--- src/design/sdiv_pkg.sv ---
// Shared types for the signed saturating divider.
// No dependencies; imported by the divider core and the top level.
`default_nettype none

package sdiv_pkg;

    // Sequencer states of the top level.
    typedef enum logic [1:0] {
        ST_IDLE,
        ST_DIV,
        ST_OUT
    } t_sdiv_state;

    // Status from the magnitude divider core to the sequencer.
    typedef struct packed {
        logic busy;
        logic done;
    } t_sdiv_stat;

endpackage

`default_nettype wire

--- src/design/signed_saturating_divider.sv ---
// Top level of the signed saturating divider: operand handling, sequencer, output register.
// Depends on sdiv_pkg and sdiv_core.
`default_nettype none

// Divides a signed two's complement dividend by a signed divisor, both
// DATA_WIDTH bits wide, and returns the quotient truncated toward zero.
// The magnitudes go through one shared subtract-and-compare unit that
// resolves one quotient bit per cycle: the accepting edge loads the
// core, DATA_WIDTH iterations follow, and the sign fix-up into the
// output register follows the core's registered done flag. The block
// accepts one request at a time; o_ready is high only while it is idle,
// which is again the case in the cycle after the result request has been
// taken. A new request is therefore accepted only after the result of
// the last one has been taken, and any stall on the result side holds
// off the next request. A zero divisor gives the largest positive value,
// as does the one overflow case, the most negative value divided by
// minus one. No flag is raised for either.
module signed_saturating_divider #(
    parameter int DATA_WIDTH = 32
) (
    input  wire logic                         i_clk,
    input  wire logic                         i_rst_n,
    input  wire logic                         i_valid,
    output logic                              o_ready,
    input  wire logic signed [DATA_WIDTH-1:0] i_dividend,
    input  wire logic signed [DATA_WIDTH-1:0] i_divisor,
    output logic                              o_valid,
    input  wire logic                         i_ready,
    output logic signed [DATA_WIDTH-1:0]      o_quotient
);
    import sdiv_pkg::*;

    localparam logic [DATA_WIDTH-1:0] PosMax = {1'b0, {(DATA_WIDTH-1){1'b1}}};

    t_sdiv_state           r_state, n_state;
    t_sdiv_stat            core_stat;
    logic [DATA_WIDTH-1:0] core_quo;
    logic                  accept;
    logic                  out_take;
    logic                  load_result;

    logic                  a_neg, b_neg;
    logic [DATA_WIDTH-1:0] a_mag, b_mag;

    // Per-request flags, captured at acceptance, and the output quotient register.
    logic                  r_neg_res, n_neg_res;
    logic                  r_zero_div, n_zero_div;
    logic [DATA_WIDTH-1:0] r_quotient, n_quotient;

    assign accept   = i_valid && o_ready;
    assign out_take = o_valid && i_ready;

    // Magnitudes as unsigned words: the most negative value maps to
    // 2^(DATA_WIDTH-1), which still fits.
    assign a_neg = i_dividend[DATA_WIDTH-1];
    assign b_neg = i_divisor[DATA_WIDTH-1];
    assign a_mag = a_neg ? (~i_dividend + 1'b1) : i_dividend;
    assign b_mag = b_neg ? (~i_divisor + 1'b1) : i_divisor;

    sdiv_core #(
        .DATA_WIDTH(DATA_WIDTH)
    ) u_core (
        .i_clk   (i_clk),
        .i_rst_n (i_rst_n),
        .i_start (accept),
        .i_num   (a_mag),
        .i_den   (b_mag),
        .o_stat  (core_stat),
        .o_quo   (core_quo)
    );

    // Next-state logic of the sequencer.
    always_comb begin
        n_state = r_state;
        case (r_state)
            ST_IDLE: begin
                if (accept) begin
                    n_state = ST_DIV;
                end
            end
            ST_DIV: begin
                if (core_stat.done) begin
                    n_state = ST_OUT;
                end
            end
            ST_OUT: begin
                if (out_take) begin
                    n_state = ST_IDLE;
                end
            end
            default: begin
                n_state = ST_IDLE;
            end
        endcase
    end

    // Output decode of the sequencer.
    always_comb begin
        o_ready     = 1'b0;
        o_valid     = 1'b0;
        load_result = 1'b0;
        case (r_state)
            ST_IDLE: begin
                o_ready = 1'b1;
            end
            ST_DIV: begin
                load_result = core_stat.done;
            end
            ST_OUT: begin
                o_valid = 1'b1;
            end
            default: begin
                o_ready = 1'b0;
            end
        endcase
    end

    // Sign fix-up and saturation. The magnitude quotient never exceeds
    // 2^(DATA_WIDTH-1), so its top bit alone flags the overflow case when
    // the result stays positive. A negated quotient always fits.
    always_comb begin
        n_neg_res  = r_neg_res;
        n_zero_div = r_zero_div;
        n_quotient = r_quotient;
        if (accept) begin
            n_neg_res  = (a_neg != b_neg) && (a_mag != '0);
            n_zero_div = (b_mag == '0);
        end
        if (load_result) begin
            if (r_zero_div) begin
                n_quotient = PosMax;
            end else if (r_neg_res) begin
                n_quotient = ~core_quo + 1'b1;
            end else if (core_quo[DATA_WIDTH-1]) begin
                n_quotient = PosMax;
            end else begin
                n_quotient = core_quo;
            end
        end
    end

    always_ff @(posedge i_clk) begin
        if (!i_rst_n) begin
            r_state <= ST_IDLE;
        end else begin
            r_state <= n_state;
        end
        r_neg_res  <= n_neg_res;
        r_zero_div <= n_zero_div;
        r_quotient <= n_quotient;
    end

    assign o_quotient = r_quotient;

endmodule

`default_nettype wire

--- src/design/sdiv_core.sv ---
// Iterative restoring divider for unsigned magnitudes, one quotient bit per cycle.
// Depends on sdiv_pkg for the status struct.
`default_nettype none

module sdiv_core #(
    parameter int DATA_WIDTH = 32
) (
    input  wire logic                   i_clk,
    input  wire logic                   i_rst_n,
    input  wire logic                   i_start,
    input  wire logic [DATA_WIDTH-1:0]  i_num,
    input  wire logic [DATA_WIDTH-1:0]  i_den,
    output sdiv_pkg::t_sdiv_stat        o_stat,
    output logic      [DATA_WIDTH-1:0]  o_quo
);
    import sdiv_pkg::*;

    localparam int CntW = $clog2(DATA_WIDTH);
    localparam logic [CntW-1:0] LastStep = CntW'(DATA_WIDTH - 1);

    logic                  r_busy, n_busy;
    logic                  r_done, n_done;
    logic [CntW-1:0]       r_cnt, n_cnt;
    logic [DATA_WIDTH-1:0] r_rem, n_rem;
    logic [DATA_WIDTH-1:0] r_quo, n_quo;
    logic [DATA_WIDTH-1:0] r_den, n_den;
    logic [DATA_WIDTH-1:0] shifted;
    logic [DATA_WIDTH:0]   diff;

    // The quotient register starts out holding the numerator; its top bit
    // feeds the partial remainder while quotient bits enter from below.
    assign shifted = {r_rem[DATA_WIDTH-2:0], r_quo[DATA_WIDTH-1]};
    assign diff    = {1'b0, shifted} - {1'b0, r_den};

    always_comb begin
        n_busy = r_busy;
        n_done = 1'b0;
        n_cnt  = r_cnt;
        n_rem  = r_rem;
        n_quo  = r_quo;
        n_den  = r_den;
        if (i_start) begin
            n_busy = 1'b1;
            n_cnt  = '0;
            n_rem  = '0;
            n_quo  = i_num;
            n_den  = i_den;
        end else if (r_busy) begin
            n_rem = diff[DATA_WIDTH] ? shifted : diff[DATA_WIDTH-1:0];
            n_quo = {r_quo[DATA_WIDTH-2:0], ~diff[DATA_WIDTH]};
            n_cnt = r_cnt + 1'b1;
            if (r_cnt == LastStep) begin
                n_busy = 1'b0;
                n_done = 1'b1;
            end
        end
    end

    always_ff @(posedge i_clk) begin
        if (!i_rst_n) begin
            r_busy <= 1'b0;
            r_done <= 1'b0;
            r_cnt  <= '0;
        end else begin
            r_busy <= n_busy;
            r_done <= n_done;
            r_cnt  <= n_cnt;
        end
        r_rem <= n_rem;
        r_quo <= n_quo;
        r_den <= n_den;
    end

    assign o_stat.busy = r_busy;
    assign o_stat.done = r_done;
    assign o_quo       = r_quo;

endmodule

`default_nettype wire
--- config.mk ---
export PLATFORM = sky130hd
export DESIGN_NAME = signed_saturating_divider
export DESIGN_NICKNAME = d
export VERILOG_FILES = /design/src/design/sdiv_pkg.sv /design/src/design/signed_saturating_divider.sv /design/src/design/sdiv_core.sv
export SDC_FILE = /design/constraint.sdc
export NUM_CORES = 1
export LEC_CHECK = 0
export ABC_AREA = 0
export BUFFER_PORTS_ARGS = -buffer_cell sky130_fd_sc_hd__buf_2
export CAP_MARGIN = 0
export CORE_ASPECT_RATIO = 1.25
export CORE_MARGIN = 2
export CORE_UTILIZATION = 56
export DETAILED_ROUTE_END_ITERATION = 10
export PLACE_DENSITY_LB_ADDON = 0.25
export SLEW_MARGIN = 20
export SYNTH_ARGS = -nofsm -noshare
export SYNTH_HDL_FRONTEND = slang
export SYNTH_HIERARCHICAL = 1
export SYNTH_SLANG_ARGS = --single-unit
--- constraint.sdc ---
create_clock -name i_clk -period 6.39 [get_ports i_clk]
set_input_delay 1.278 -clock i_clk [delete_from_list [all_inputs] [get_ports i_clk]]
set_output_delay 1.278 -clock i_clk [all_outputs]
set_load 0.01 [all_outputs]
Word level (Yosys, flattened, before mapping)
Cells that the tools add are included.
- flip-flop bits (word level): 138
- bits of input ports: 68
- output and inout port bits: 34
- word-level logic and storage cells: 56
- add/sub/neg operators: 5
- equal/unequal tests: 7
- muxes and demuxes: 18
- bitwise operators: 6
- reductions and logical operators: 10
- operator list (kind ; count):
    2-to-1 mux 32 bit ; 5
    adder 32 x 1 -> 32 bit, second input constant ; 3
    NOT 32 bit ; 3
    2-to-1 mux 31 bit ; 2
    subtractor 32 x 32 -> 33 bit ; 1
    logical NOT 32 bit ; 1
    nonzero test 32 bit ; 1
    2-to-1 mux 1 bit ; 7
    2-to-1 mux 2 bit ; 3
    case mux 2 bit (3 select lines) ; 1
    adder 5 x 1 -> 5 bit, second input constant ; 1
    == test 5 bit, second input constant ; 1
    inequality test 2 bit, second input constant ; 2
    logical AND 1 bit ; 3
    NOT 1 bit ; 3
    AND reduction 3 bit ; 1
    OR reduction 3 bit ; 1
    == test 2 x 1 -> 1 bit, second input constant ; 1
    == test 2 bit, second input constant ; 1
    logical NOT 2 bit ; 1
    inequality test 2 x 1 -> 1 bit, second input constant ; 1
    nonzero test 2 bit ; 1
    OR reduction 2 bit ; 1
    inequality test 1 bit ; 1

Longest topological paths before layout
Gate-level depths: netlist of run 1.
- depth after elaboration: 5
- mapped depth: 12

By module
The synthesis of run 1 kept the hierarchy.
- modules (own cells, without submodules) (module ; times used ; cells each ; area each (µm²) ; sequential area each (µm²)):
    sdiv_core ; 1 ; 555 ; 5934.4 ; 2682.6
    signed_saturating_divider ; 1 ; 439 ; 3809.9 ; 1061.0

Worst setup path before layout of run 1
OpenSTA, ideal clock, no wires.
- path kind: input port to flip-flop
- start point: in i_valid
- end point: reg u_core.r_quo[0], in the netlist u_core/o_quo[0], enable pin
- library setup time: 387 ps
- data arrival time: 3434 ps
- slack: 2569 ps
- cell stages on the path: 4
- cells stage by stage: and2_1 > buf_1 > nor2_1 > inv_1
- cells in the longest elaborated chain, start to end: 2
- ends and longest elaborated chain (what ; line ; RTL):
    from (decl) ; signed_saturating_divider.sv:23 ; input wire logic i_valid,
    logical AND 1 bit ; signed_saturating_divider.sv:50 ; assign accept = i_valid && o_ready;
    nonzero test 2 bit (no line) ; - ;
    to (signal assigned) ; sdiv_core.sv:70 ; r_quo <= n_quo;
    to (decl) ; sdiv_core.sv:25 ; logic [DATA_WIDTH-1:0] r_quo, n_quo;
No other way between the ends.
A chain may end at the register's enable or synchronous reset.

Worst setup path after layout of run 1
- start point: in i_divisor[0]
- end point: reg r_zero_div (data pin)
- cells in the longest elaborated chain, start to end: 4
- ends and longest elaborated chain (what ; line ; RTL):
    from (decl) ; signed_saturating_divider.sv:26 ; input wire logic signed [DATA_WIDTH-1:0] i_divisor,
    NOT 32 bit ; signed_saturating_divider.sv:58 ; assign b_mag = b_neg ? (~i_divisor + 1'b1) : i_divisor;
    adder 32 x 1 -> 32 bit ; signed_saturating_divider.sv:58 ;
    2-to-1 mux 32 bit ; signed_saturating_divider.sv:58 ;
    named net b_mag[12] ; signed_saturating_divider.sv:43 ; logic [DATA_WIDTH-1:0] a_mag, b_mag;
    logical NOT 32 bit ; signed_saturating_divider.sv:127 ; n_zero_div = (b_mag == '0);
    to (signal assigned) ; signed_saturating_divider.sv:149 ; r_zero_div <= n_zero_div;
    to (decl) ; signed_saturating_divider.sv:47 ; logic r_zero_div, n_zero_div;
The timed path passes the listed nets, and every way through them passes these cells.

==> qor.csv, run 1 <==
stage,metric,value,unit
outcome,status,finished clean,
layout,"most common cell after layout, fill and taps aside",buf_2,
clock_network,hold-fix buffers at CTS,0,
setup_path,worst path arrival time,3.93,ns
die,DIE HEIGHT,151.4,um
place,Cells after DPL,1272,
setup_path,Worst Path Required,6.68,ns
die,initial core utilization,0.5758,
place,I/O Buffers,101,
layout,Total Nets Final,1178,
worst_hold_path,HP Class,register to register,
drt,via count,7998,
layout,cell area after layout,10970,um^2
drt,DRC viols,0,
die,FP Rows,53,
power_and_ir_drop,NetSw,0.0008164,W
setup_path,worst stage delay on the critical path,0.60,ns
sta,post-route minimum period,3.642,ns
drt,DR WL/cell,18.03,um
power_and_ir_drop,sequential share of power,0.408,
sta,Hold WS,0.4833,ns
global_route,Global Route Usage Sum,0.2620,
logic_synthesis,Avg Synthesized Cell Area,9.805,um^2
drt,routed wire length,23540,um
clock_network,Root Driver,clkbuf_16,
power_and_ir_drop,VDD IR max,0.0001795,V
setup_path,CP max FO,5,
sta,final slew viol count,0,
place,Placement Cell Area,10340,um^2
power_and_ir_drop,clock share of power,0.367,
drt,vias per inst,6.124,
logic_synthesis,Synth Warn #,6,
sta,final setup vio count,0,
clock_network,TritonCTS clock tree,built,
clock_network,post_cts resized,0,
clock_network,Skew-Pair Late Insertion Delay,0.43,ns
power_and_ir_drop,Int Pwr,0.001888,W
clock_network,Post-CTS Setup Inserts,0,
global_route,total grt overflow,0,
die,Die X-Extent,121.9,um
sta,RSZ-0062 raised after global routing,false,
sta,relative slew slack,0.3428,
layout,Area growth syn-to-layout,12.63,%
logic_synthesis,Mapped Nets,1099,
logic_synthesis,Syn Inst Count,993,
power_and_ir_drop,Sw Ratio,0.3019,
sta,Setup Skew,0.01249,ns
layout,most frequent cells in the layout,"buf_2, edfxtp_1, xnor2_1",
clock_network,CTS Buf Count,17,
logic_synthesis,synthesized area,9737,um^2
worst_hold_path,min-delay src,u_core/r_rem[30],
clock_network,"Clk pin slew, worst setup/hold paths",0.07,ns
run,# Max-Cap Violations,0,
worst_hold_path,Hold Path Stages,2,
place,gp weighted congestion,0.9344,
setup_path,critical path's slowest cell,or4_1,
clock_network,clock sink count,138,
layout,post-route insts no fill,1306,
sta,number of hold violations in the final report,0,
die,Core Footprint,16910,um^2
clock_network,htree depth,4,
power_and_ir_drop,static leakage,4.104,nW
die,Die ar.,18460,um^2
worst_hold_path,Worst Hold Path EP,u_core/r_rem[30],
die,I/O Pins,102,
clock_network,clock buffer depth,2,
drt,ANT nets after route,0,
sta,fin crit share,0.5700,
global_route,largest net degree at the start of global routing,60,
setup_path,worst path cell trace,buf_2 -> inv_1 -> ha_1 -> nor4b_2 -> nand2_1 -> o41ai_1 -> xnor2_1 -> or4_1 -> a2111oi_0 -> and4b_1,
setup_path,Worst R2R Setup Slack,2.83,ns
setup_path,r2r endpoint,u_core/r_rem[11],
global_route,number of global-route vias before repair,7778,
global_route,first-pass GRT wire length,37960,um
setup_path,reg2reg path depth,12,
setup_path,Setup CP Type,input port to register,
sta,setup_tns,0,ns
power_and_ir_drop,Power Density,246.6,nW/um^2
global_route,initial antenna violation count,1,
place,DP Wirelength,17800,um
setup_path,startpoint types,input port,
sta,worst-margin pin slew,0.9821,ns
layout,proportion of layout cells with a drive suffix above 1,0.1963,
sta,fmax,0.2746,GHz
drt,DR pass1 iterations,5,
setup_path,Worst setup EP type,register,
setup_path,Reg-to-Reg Start,u_core/o_quo[31],
power_and_ir_drop,combinational share of power,0.225,
drt,DR iter-0 viols,416,
cell type report:
cell class              count  area [um^2]
diodes                      1        2.502
clock buffers              18        429.2
clock inverters            14        162.7
fillers                  1414         5943
inverters                  50        187.7
multi-input cells         759         5602
flip-flops and latches    138         3745
well taps                 220        275.3
repair buffers            106        563.0
worst max path at each step:
stage,slack (ns),startpoint,cells after the start,end
2_1_floorplan,2.57,i_valid,4,u_core/o_quo[0]
3_3_place_gp,2.36,i_divisor[1],10,r_zero_div
3_5_place_dp,2.30,i_divisor[1],10,r_zero_div
4_1_cts,2.46,u_core/o_quo[31],11,u_core/r_rem[30]
5_1_grt,2.50,i_dividend[0],10,r_neg_res
6_report,2.75,i_divisor[0],10,r_zero_div
worst max-delay path: cells and delay by family:
family,cells,cell delay (ns)
adders and majority gates,1,0.22
xor gates and xnor gates,1,0.14
AOI/OAI and AO/OA,2,0.72
buffers and inverters,2,0.19
and+or+nand+nor,4,1.37
routing by layer:
layer | GRT usage | up-vias | share of wire
met5 | 0 | - | 0
met4 | 0.1425 | 0 | 0.042
met3 | 0.04857 | 62 | 0.048
met2 | 0.4765 | 238 | 0.53
met1 | 0.2860 | 3798 | 0.38
li1 | - | 3900 | -
stage by stage:
step	utilization	setup slack [ns]	power [W]
floorplan	-	2.569	0.001564
global placement	0.6118	2.364	0.001708
detailed placement	0.6118	2.297	0.001721
CTS	0.6468	2.460	0.002709
global route	0.6485	2.496	0.002825
finish	0.6485	2.748	0.002704
registers in the layout (all words and copies together), names as in the netlist:
register	count
u_core/r_cnt	5
o_quotient	32
r_state	2
u_core/r_rem	31
u_core/r_busy	1
u_core/r_den	32
u_core/o_quo	32
r_neg_res	1
u_core/r_done	1
r_zero_div	1
power groups by stage:
| stage | Sequential, W | Combinational (W) | Clock, W |
|---|---|---|---|
| 6_report | 0.00110 | 0.000609 | 0.000992 |
| 5_1_grt | 0.00111 | 0.000674 | 0.00104 |
| 4_1_cts | 0.00110 | 0.000605 | 0.00100 |
| 3_5_place_dp | 0.00112 | 0.000600 | 0 |
| 3_3_place_gp | 0.00112 | 0.000590 | 0 |
| 2_1_floorplan | 0.00110 | 0.000461 | 0 |
No activity file was read; power rests on OpenSTA's default activity.
==> run 2: changes to the inputs <==
--- a/config.mk
+++ b/config.mk
@@ -5,12 +5,12 @@
 export SDC_FILE = /design/constraint.sdc
 export NUM_CORES = 1
 export LEC_CHECK = 0
-export ABC_AREA = 0
+export ABC_AREA = 1
 export BUFFER_PORTS_ARGS = -buffer_cell sky130_fd_sc_hd__buf_2
 export CAP_MARGIN = 0
 export CORE_ASPECT_RATIO = 1.25
 export CORE_MARGIN = 2
-export CORE_UTILIZATION = 56
+export CORE_UTILIZATION = 55
 export DETAILED_ROUTE_END_ITERATION = 10
 export PLACE_DENSITY_LB_ADDON = 0.25
 export SLEW_MARGIN = 20
==> constraint.sdc (replaced) <==
create_clock -name i_clk -period 3.24 [get_ports i_clk]
set_input_delay 0.648 -clock i_clk [delete_from_list [all_inputs] [get_ports i_clk]]
set_output_delay 0.648 -clock i_clk [all_outputs]
set_load 0.01 [all_outputs]
==> qor.csv, run 2 <==
stage,metric,value,unit
place,DP Wirelength,24070,um
global_route,met3 Usage GRT,0.03364,
power_and_ir_drop,clock share of power,0.418,
drt,via count,11380,
clock_network,TritonCTS clock tree,built,
drt,DRC viols,0,
logic_synthesis,synthesized area,11290,um^2
die,Core Footprint,20100,um^2
place,gp weighted congestion,0.9493,
sta,relative slew slack,0.3307,
sta,Setup Skew,0.008494,ns
power_and_ir_drop,Sw Ratio,0.3003,
setup_path,Setup CP Type,register to register,
sta,post-route minimum period,2.695,ns
worst_hold_path,Hold Path Stages,1,
clock_network,CTS Buf Count,17,
layout,most frequent cells in the layout,"nand2_1, inv_1, nor2_1",
outcome,status,finished clean,
power_and_ir_drop,static leakage,6.640,nW
global_route,number of global-route vias before repair,10910,
drt,DR iter-0 viols,765,
sta,final slew viol count,0,
sta,Final WS setup,0.5446,ns
global_route,largest net degree at the start of global routing,47,
sta,fin crit share,0.8319,
power_and_ir_drop,sequential share of power,0.407,
logic_synthesis,Synth Warn #,6,
global_route,met1 usage,0.3002,
layout,cell area after layout,12680,um^2
clock_network,post_cts resized,0,
sta,RSZ-0062 raised after global routing,false,
power_and_ir_drop,VDD IR max,0.0003639,V
clock_network,htree depth,4,
layout,proportion of layout cells with a drive suffix above 1,0.1066,
die,Die X-Extent,132.2,um
power_and_ir_drop,combinational share of power,0.175,
sta,setup_tns,0,ns
clock_network,Root Driver,clkbuf_16,
drt,DR pass1 iterations,5,
logic_synthesis,Syn Inst Count,1778,
clock_network,clock sink count,138,
place,Placement Cell Area,12030,um^2
layout,Ant. Diodes,0,
drt,routed wire length,31150,um
drt,ANT nets after route,0,
die,DIE HEIGHT,164.2,um
sta,fmax,0.3710,GHz
drt,vias per inst,5.278,
power_and_ir_drop,Power Density,412.0,nW/um^2
setup_path,Worst setup EP type,register,
place,I/O Buffers,101,
layout,Total Nets Final,1978,
die,initial core utilization,0.5618,
die,I/O Pins,102,
global_route,total grt overflow,0,
sta,worst-margin pin slew,0.9978,ns
global_route,grt peak-use layer,met2,
layout,Area growth syn-to-layout,12.24,%
power_and_ir_drop,Int Pwr,0.003654,W
run,# Max-Cap Violations,0,
global_route,initial antenna violation count,0,
logic_synthesis,Mapped Nets,1884,
sta,number of hold violations in the final report,0,
place,dpl ws,0.6228,ns
drt,DR WL/cell,14.45,um
sta,final setup vio count,0,
setup_path,CP max FO,31,
clock_network,Post-CTS Setup Inserts,0,
layout,"most common cell after layout, fill and taps aside",nand2_1,
global_route,Global Route Usage Sum,0.2911,
clock_network,hold-fix buffers at CTS,0,
clock_network,Skew-Pair Late Insertion Delay,0.43,ns
setup_path,Worst Path Required,3.51,ns
logic_synthesis,Avg Synthesized Cell Area,6.352,um^2
clock_network,"Clk pin slew, worst setup/hold paths",0.07,ns
setup_path,reg2reg path depth,15,
global_route,met2 Track Usage GR,0.5656,
die,FP Rows,58,
global_route,first-pass GRT wire length,50290,um
setup_path,startpoint types,register,
setup_path,worst path arrival time,2.96,ns
worst_hold_path,HP Class,input port to register,
clock_network,clock buffer depth,2,
die,Die ar.,21700,um^2
power_and_ir_drop,NetSw,0.001569,W
-- run 2: changes by cell type in the layout (fill, tap and decap cells not counted), sizes merged, moves of 25 or more --
| cell | previous run | this run |
|---|---|---|
| o31ai | 26 | 1 |
| nor2 | 59 | 205 |
| mux2 | 32 | 0 |
| nand2 | 69 | 662 |
| nand3 | 16 | 160 |
| nand3b | 3 | 28 |
| inv | 57 | 315 |
| xnor2 | 78 | 14 |
-- run 2: power by group through the flow --
stage               Clock [W]  Combinational (W)  Sequential, W
finish                0.00219           0.000912        0.00213
detailed placement          0           0.000898        0.00216
floorplan                   0           0.000650        0.00213
CTS                   0.00219           0.000904        0.00212
global placement            0           0.000880        0.00216
global route          0.00227            0.00103        0.00214
-- run 2: per-stage QoR --
stage | utilization | power, W | cells | hold WS (ns)
2_1_floorplan | - | 0.002780 | 1778 | 0.4323
3_3_place_gp | 0.5982 | 0.003035 | 2123 | 0.4544
3_5_place_dp | 0.5982 | 0.003057 | 2123 | 0.4599
4_1_cts | 0.6306 | 0.005219 | 2155 | 0.4160
5_1_grt | 0.6306 | 0.005441 | 2155 | 0.4218
6_report | 0.6306 | 0.005223 | 2155 | 0.4220
-- run 2: critical path, stage by stage (launching register included) --
cell	delay, ns
edfxtp_1	0.44
inv_1	0.09
ha_1	0.24
fa_1	0.40
inv_1	0.10
nand2_1	0.07
nand2_1	0.06
nand3b_1	0.07
nand2_1	0.16
nand2_1	0.08
nand2_1	0.10
nand2_2	0.08
nand2_4	0.33
nand2_1	0.13
nand3_1	0.08
o21ai_0	0.10
-- run 2: cell type report --
cell class,instances,area (um^2)
flip-flops and latches,138,3744
repair buffers,112,588.1
fillers,1882,7426
well taps,270,337.8
inverters,313,1175
clock buffers,18,439.2
multi-input cells,1290,6181
clock inverters,14,211.5
-- run 2: worst paths after layout --
kind / start / endpoint / slack, ns
setup / recovery: u_core/o_quo[31] / u_core/r_rem[9] / 0.54
hold / removal: i_divisor[0] / u_core/r_den[0] / 0.42
setup reg to reg: u_core/o_quo[31] / u_core/r_rem[9] / 0.54
hold reg to reg: u_core/r_rem[27] / u_core/r_rem[27] / 0.47
-- run 2: metal layers --
metal  wire, um  up-vias
met5          0        -
met4       1565        0
met3       1324      111
met2      16510      381
met1      11740     5109
li1           -     5774
==> run 3: changes to the inputs <==
--- a/config.mk
+++ b/config.mk
@@ -10,7 +10,7 @@
 export CAP_MARGIN = 0
 export CORE_ASPECT_RATIO = 1.25
 export CORE_MARGIN = 2
-export CORE_UTILIZATION = 55
+export CORE_UTILIZATION = 56
 export DETAILED_ROUTE_END_ITERATION = 10
 export PLACE_DENSITY_LB_ADDON = 0.25
 export SLEW_MARGIN = 20
==> constraint.sdc (replaced) <==
create_clock -name i_clk -period 2.8 [get_ports i_clk]
set_input_delay 0.56 -clock i_clk [delete_from_list [all_inputs] [get_ports i_clk]]
set_output_delay 0.56 -clock i_clk [all_outputs]
set_load 0.01 [all_outputs]
==> qor.csv, run 3 (synthesized netlist as in run 2, its figures left out) <==
stage,metric,value,unit
outcome,status,finished clean,
setup_path,Setup CP Type,register to register,
die,Die ar.,21330,um^2
drt,vias per inst,5.230,
clock_network,htree depth,4,
die,Die X-Extent,131.0,um
layout,most frequent cells in the layout,"nand2_1, inv_1, nor2_1",
die,DIE HEIGHT,162.8,um
drt,via count,11310,
drt,DR WL/cell,14.35,um
layout,FF/Latch Area,3744,um^2
global_route,largest net degree at the start of global routing,47,
global_route,number of global-route vias before repair,10950,
layout,cell area after layout,12740,um^2
power_and_ir_drop,static leakage,6.666,nW
layout,area of the multi-input gates,6190,um^2
global_route,total grt overflow,0,
drt,routed wire length,31030,um
sta,setup_tns,0,ns
sta,fin crit share,0.9088,
power_and_ir_drop,VDD IR max,0.0003950,V
sta,Final WS setup,0.2554,ns
setup_path,Worst setup EP type,register,
drt,ANT nets after route,0,
clock_network,clock buffer depth,2,
layout,Ant. Diodes,0,
place,I/O Buffers,101,
clock_network,"Clk pin slew, worst setup/hold paths",0.06,ns
layout,Post-Route Utilization,0.6382,
clock_network,Post-CTS Setup Inserts,0,
sta,number of hold violations in the final report,0,
drt,DR pass1 iterations,5,
power_and_ir_drop,Final Total Pwr,0.005958,W
power_and_ir_drop,combinational share of power,0.178,
sta,RSZ-0062 raised after global routing,false,
setup_path,startpoint types,register,
power_and_ir_drop,sequential share of power,0.412,
setup_path,CP max FO,32,
sta,final setup vio count,0,
sta,worst-margin pin slew,0.7719,ns
power_and_ir_drop,NetSw,0.001766,W
die,initial core utilization,0.5659,
clock_network,CTS Buf Count,17,
die,FP Rows,58,
worst_hold_path,HP Class,input port to register,
die,I/O Pins,102,
clock_network,Root Driver,clkbuf_16,
place,Placement Cell Area,12100,um^2
run,# Max-Cap Violations,0,
power_and_ir_drop,clock share of power,0.410,
place,DP Wirelength,24610,um
sta,final slew viol count,0,
clock_network,TritonCTS clock tree,built,
setup_path,Worst Path Required,3.17,ns
power_and_ir_drop,Sw Ratio,0.2965,
clock_network,Skew-Pair Late Insertion Delay,0.43,ns
clock_network,clock sink count,138,
layout,"most common cell after layout, fill and taps aside",nand2_1,
power_and_ir_drop,Int Pwr,0.004192,W
die,Core Footprint,19960,um^2
power_and_ir_drop,Power Density,467.8,nW/um^2
sta,fmax,0.3930,GHz
place,gp weighted congestion,0.9791,
setup_path,worst path arrival time,2.91,ns
global_route,Global Route Usage Sum,0.3032,
layout,Area growth syn-to-layout,12.79,%
layout,Total Nets Final,1986,
global_route,initial antenna violation count,1,
sta,post-route minimum period,2.545,ns
place,dpl ws,0.2226,ns
sta,Setup Skew,0.01170,ns
drt,DR iter-0 viols,682,
sta,relative slew slack,0.4835,
global_route,first-pass GRT wire length,50510,um
drt,DRC viols,0,
layout,proportion of layout cells with a drive suffix above 1,0.1094,
layout,Filler Cells Inserted,1813,
## run 3: worst max-delay path, stage by stage (launching register included)
cell and delay [ns]:
edfxtp_1 0.43, inv_1 0.10, ha_1 0.23, fa_1 0.40
inv_1 0.10, nand2_1 0.07, nand2_1 0.07, nand3b_1 0.08
nand2_1 0.14, nand2_1 0.07, nand2_1 0.10, nand2_2 0.11
buf_6 0.23, nand3b_1 0.12, nand2_1 0.05, inv_1 0.07
nand2_1 0.05, nand2_1 0.06
## run 3: area by class of cell
class | instances | area share
clock inverter | 14 | 0.01523
inverter | 313 | 0.09253
sequential | 138 | 0.2939
clock buffer | 18 | 0.03369
tap | 270 | 0.02652
timing repair buffer | 120 | 0.05216
multi-input combinational | 1290 | 0.4860
## run 3: routing by layer
metal | track usage | up-vias | part of all wire
met5 | 0 | - | 0.00048
met4 | 0.1973 | 2 | 0.064
met3 | 0.04369 | 118 | 0.045
met2 | 0.5702 | 397 | 0.53
met1 | 0.3031 | 5030 | 0.37
li1 | - | 5766 | -
## run 3: worst paths after layout
path | startpoint | end | slack [ns] | depth (start not counted)
setup / recovery | u_core/o_quo[31] | u_core/r_rem[21] | 0.26 | 17
hold / removal | i_divisor[0] | u_core/r_den[0] | 0.35 | 1
setup reg to reg | u_core/o_quo[31] | u_core/r_rem[21] | 0.26 | 17
hold reg to reg | u_core/r_rem[30] | u_core/r_rem[30] | 0.46 | 2
## run 3: stage by stage
step | cells | hold WS [ns]
6_report | 2163 | 0.3532
5_1_grt | 2163 | 0.3382
3_5_place_dp | 2131 | 0.4579
3_3_place_gp | 2131 | 0.4500
2_1_floorplan | 1778 | 0.4323
4_1_cts | 2163 | 0.3335
## run 3: power groups by stage
| stage | clock [W] | combinational [W] | sequential [W] |
|---|---|---|---|
| after floorplan | 0 | 0.000753 | 0.00246 |
| after global placement | 0 | 0.00103 | 0.00249 |
| after detailed placement | 0 | 0.00105 | 0.00250 |
| after CTS | 0.00246 | 0.00106 | 0.00246 |
| after global routing | 0.00256 | 0.00120 | 0.00247 |
| final | 0.00244 | 0.00106 | 0.00246 |
## run 3: repair_timing
| item | 4_1_cts | 5_1_grt |
|---|---|---|
| gates resized for setup | 0 | 2 |
| hold buffers | 0 | 0 |
| setup endpoints to repair | 0 | 4 |
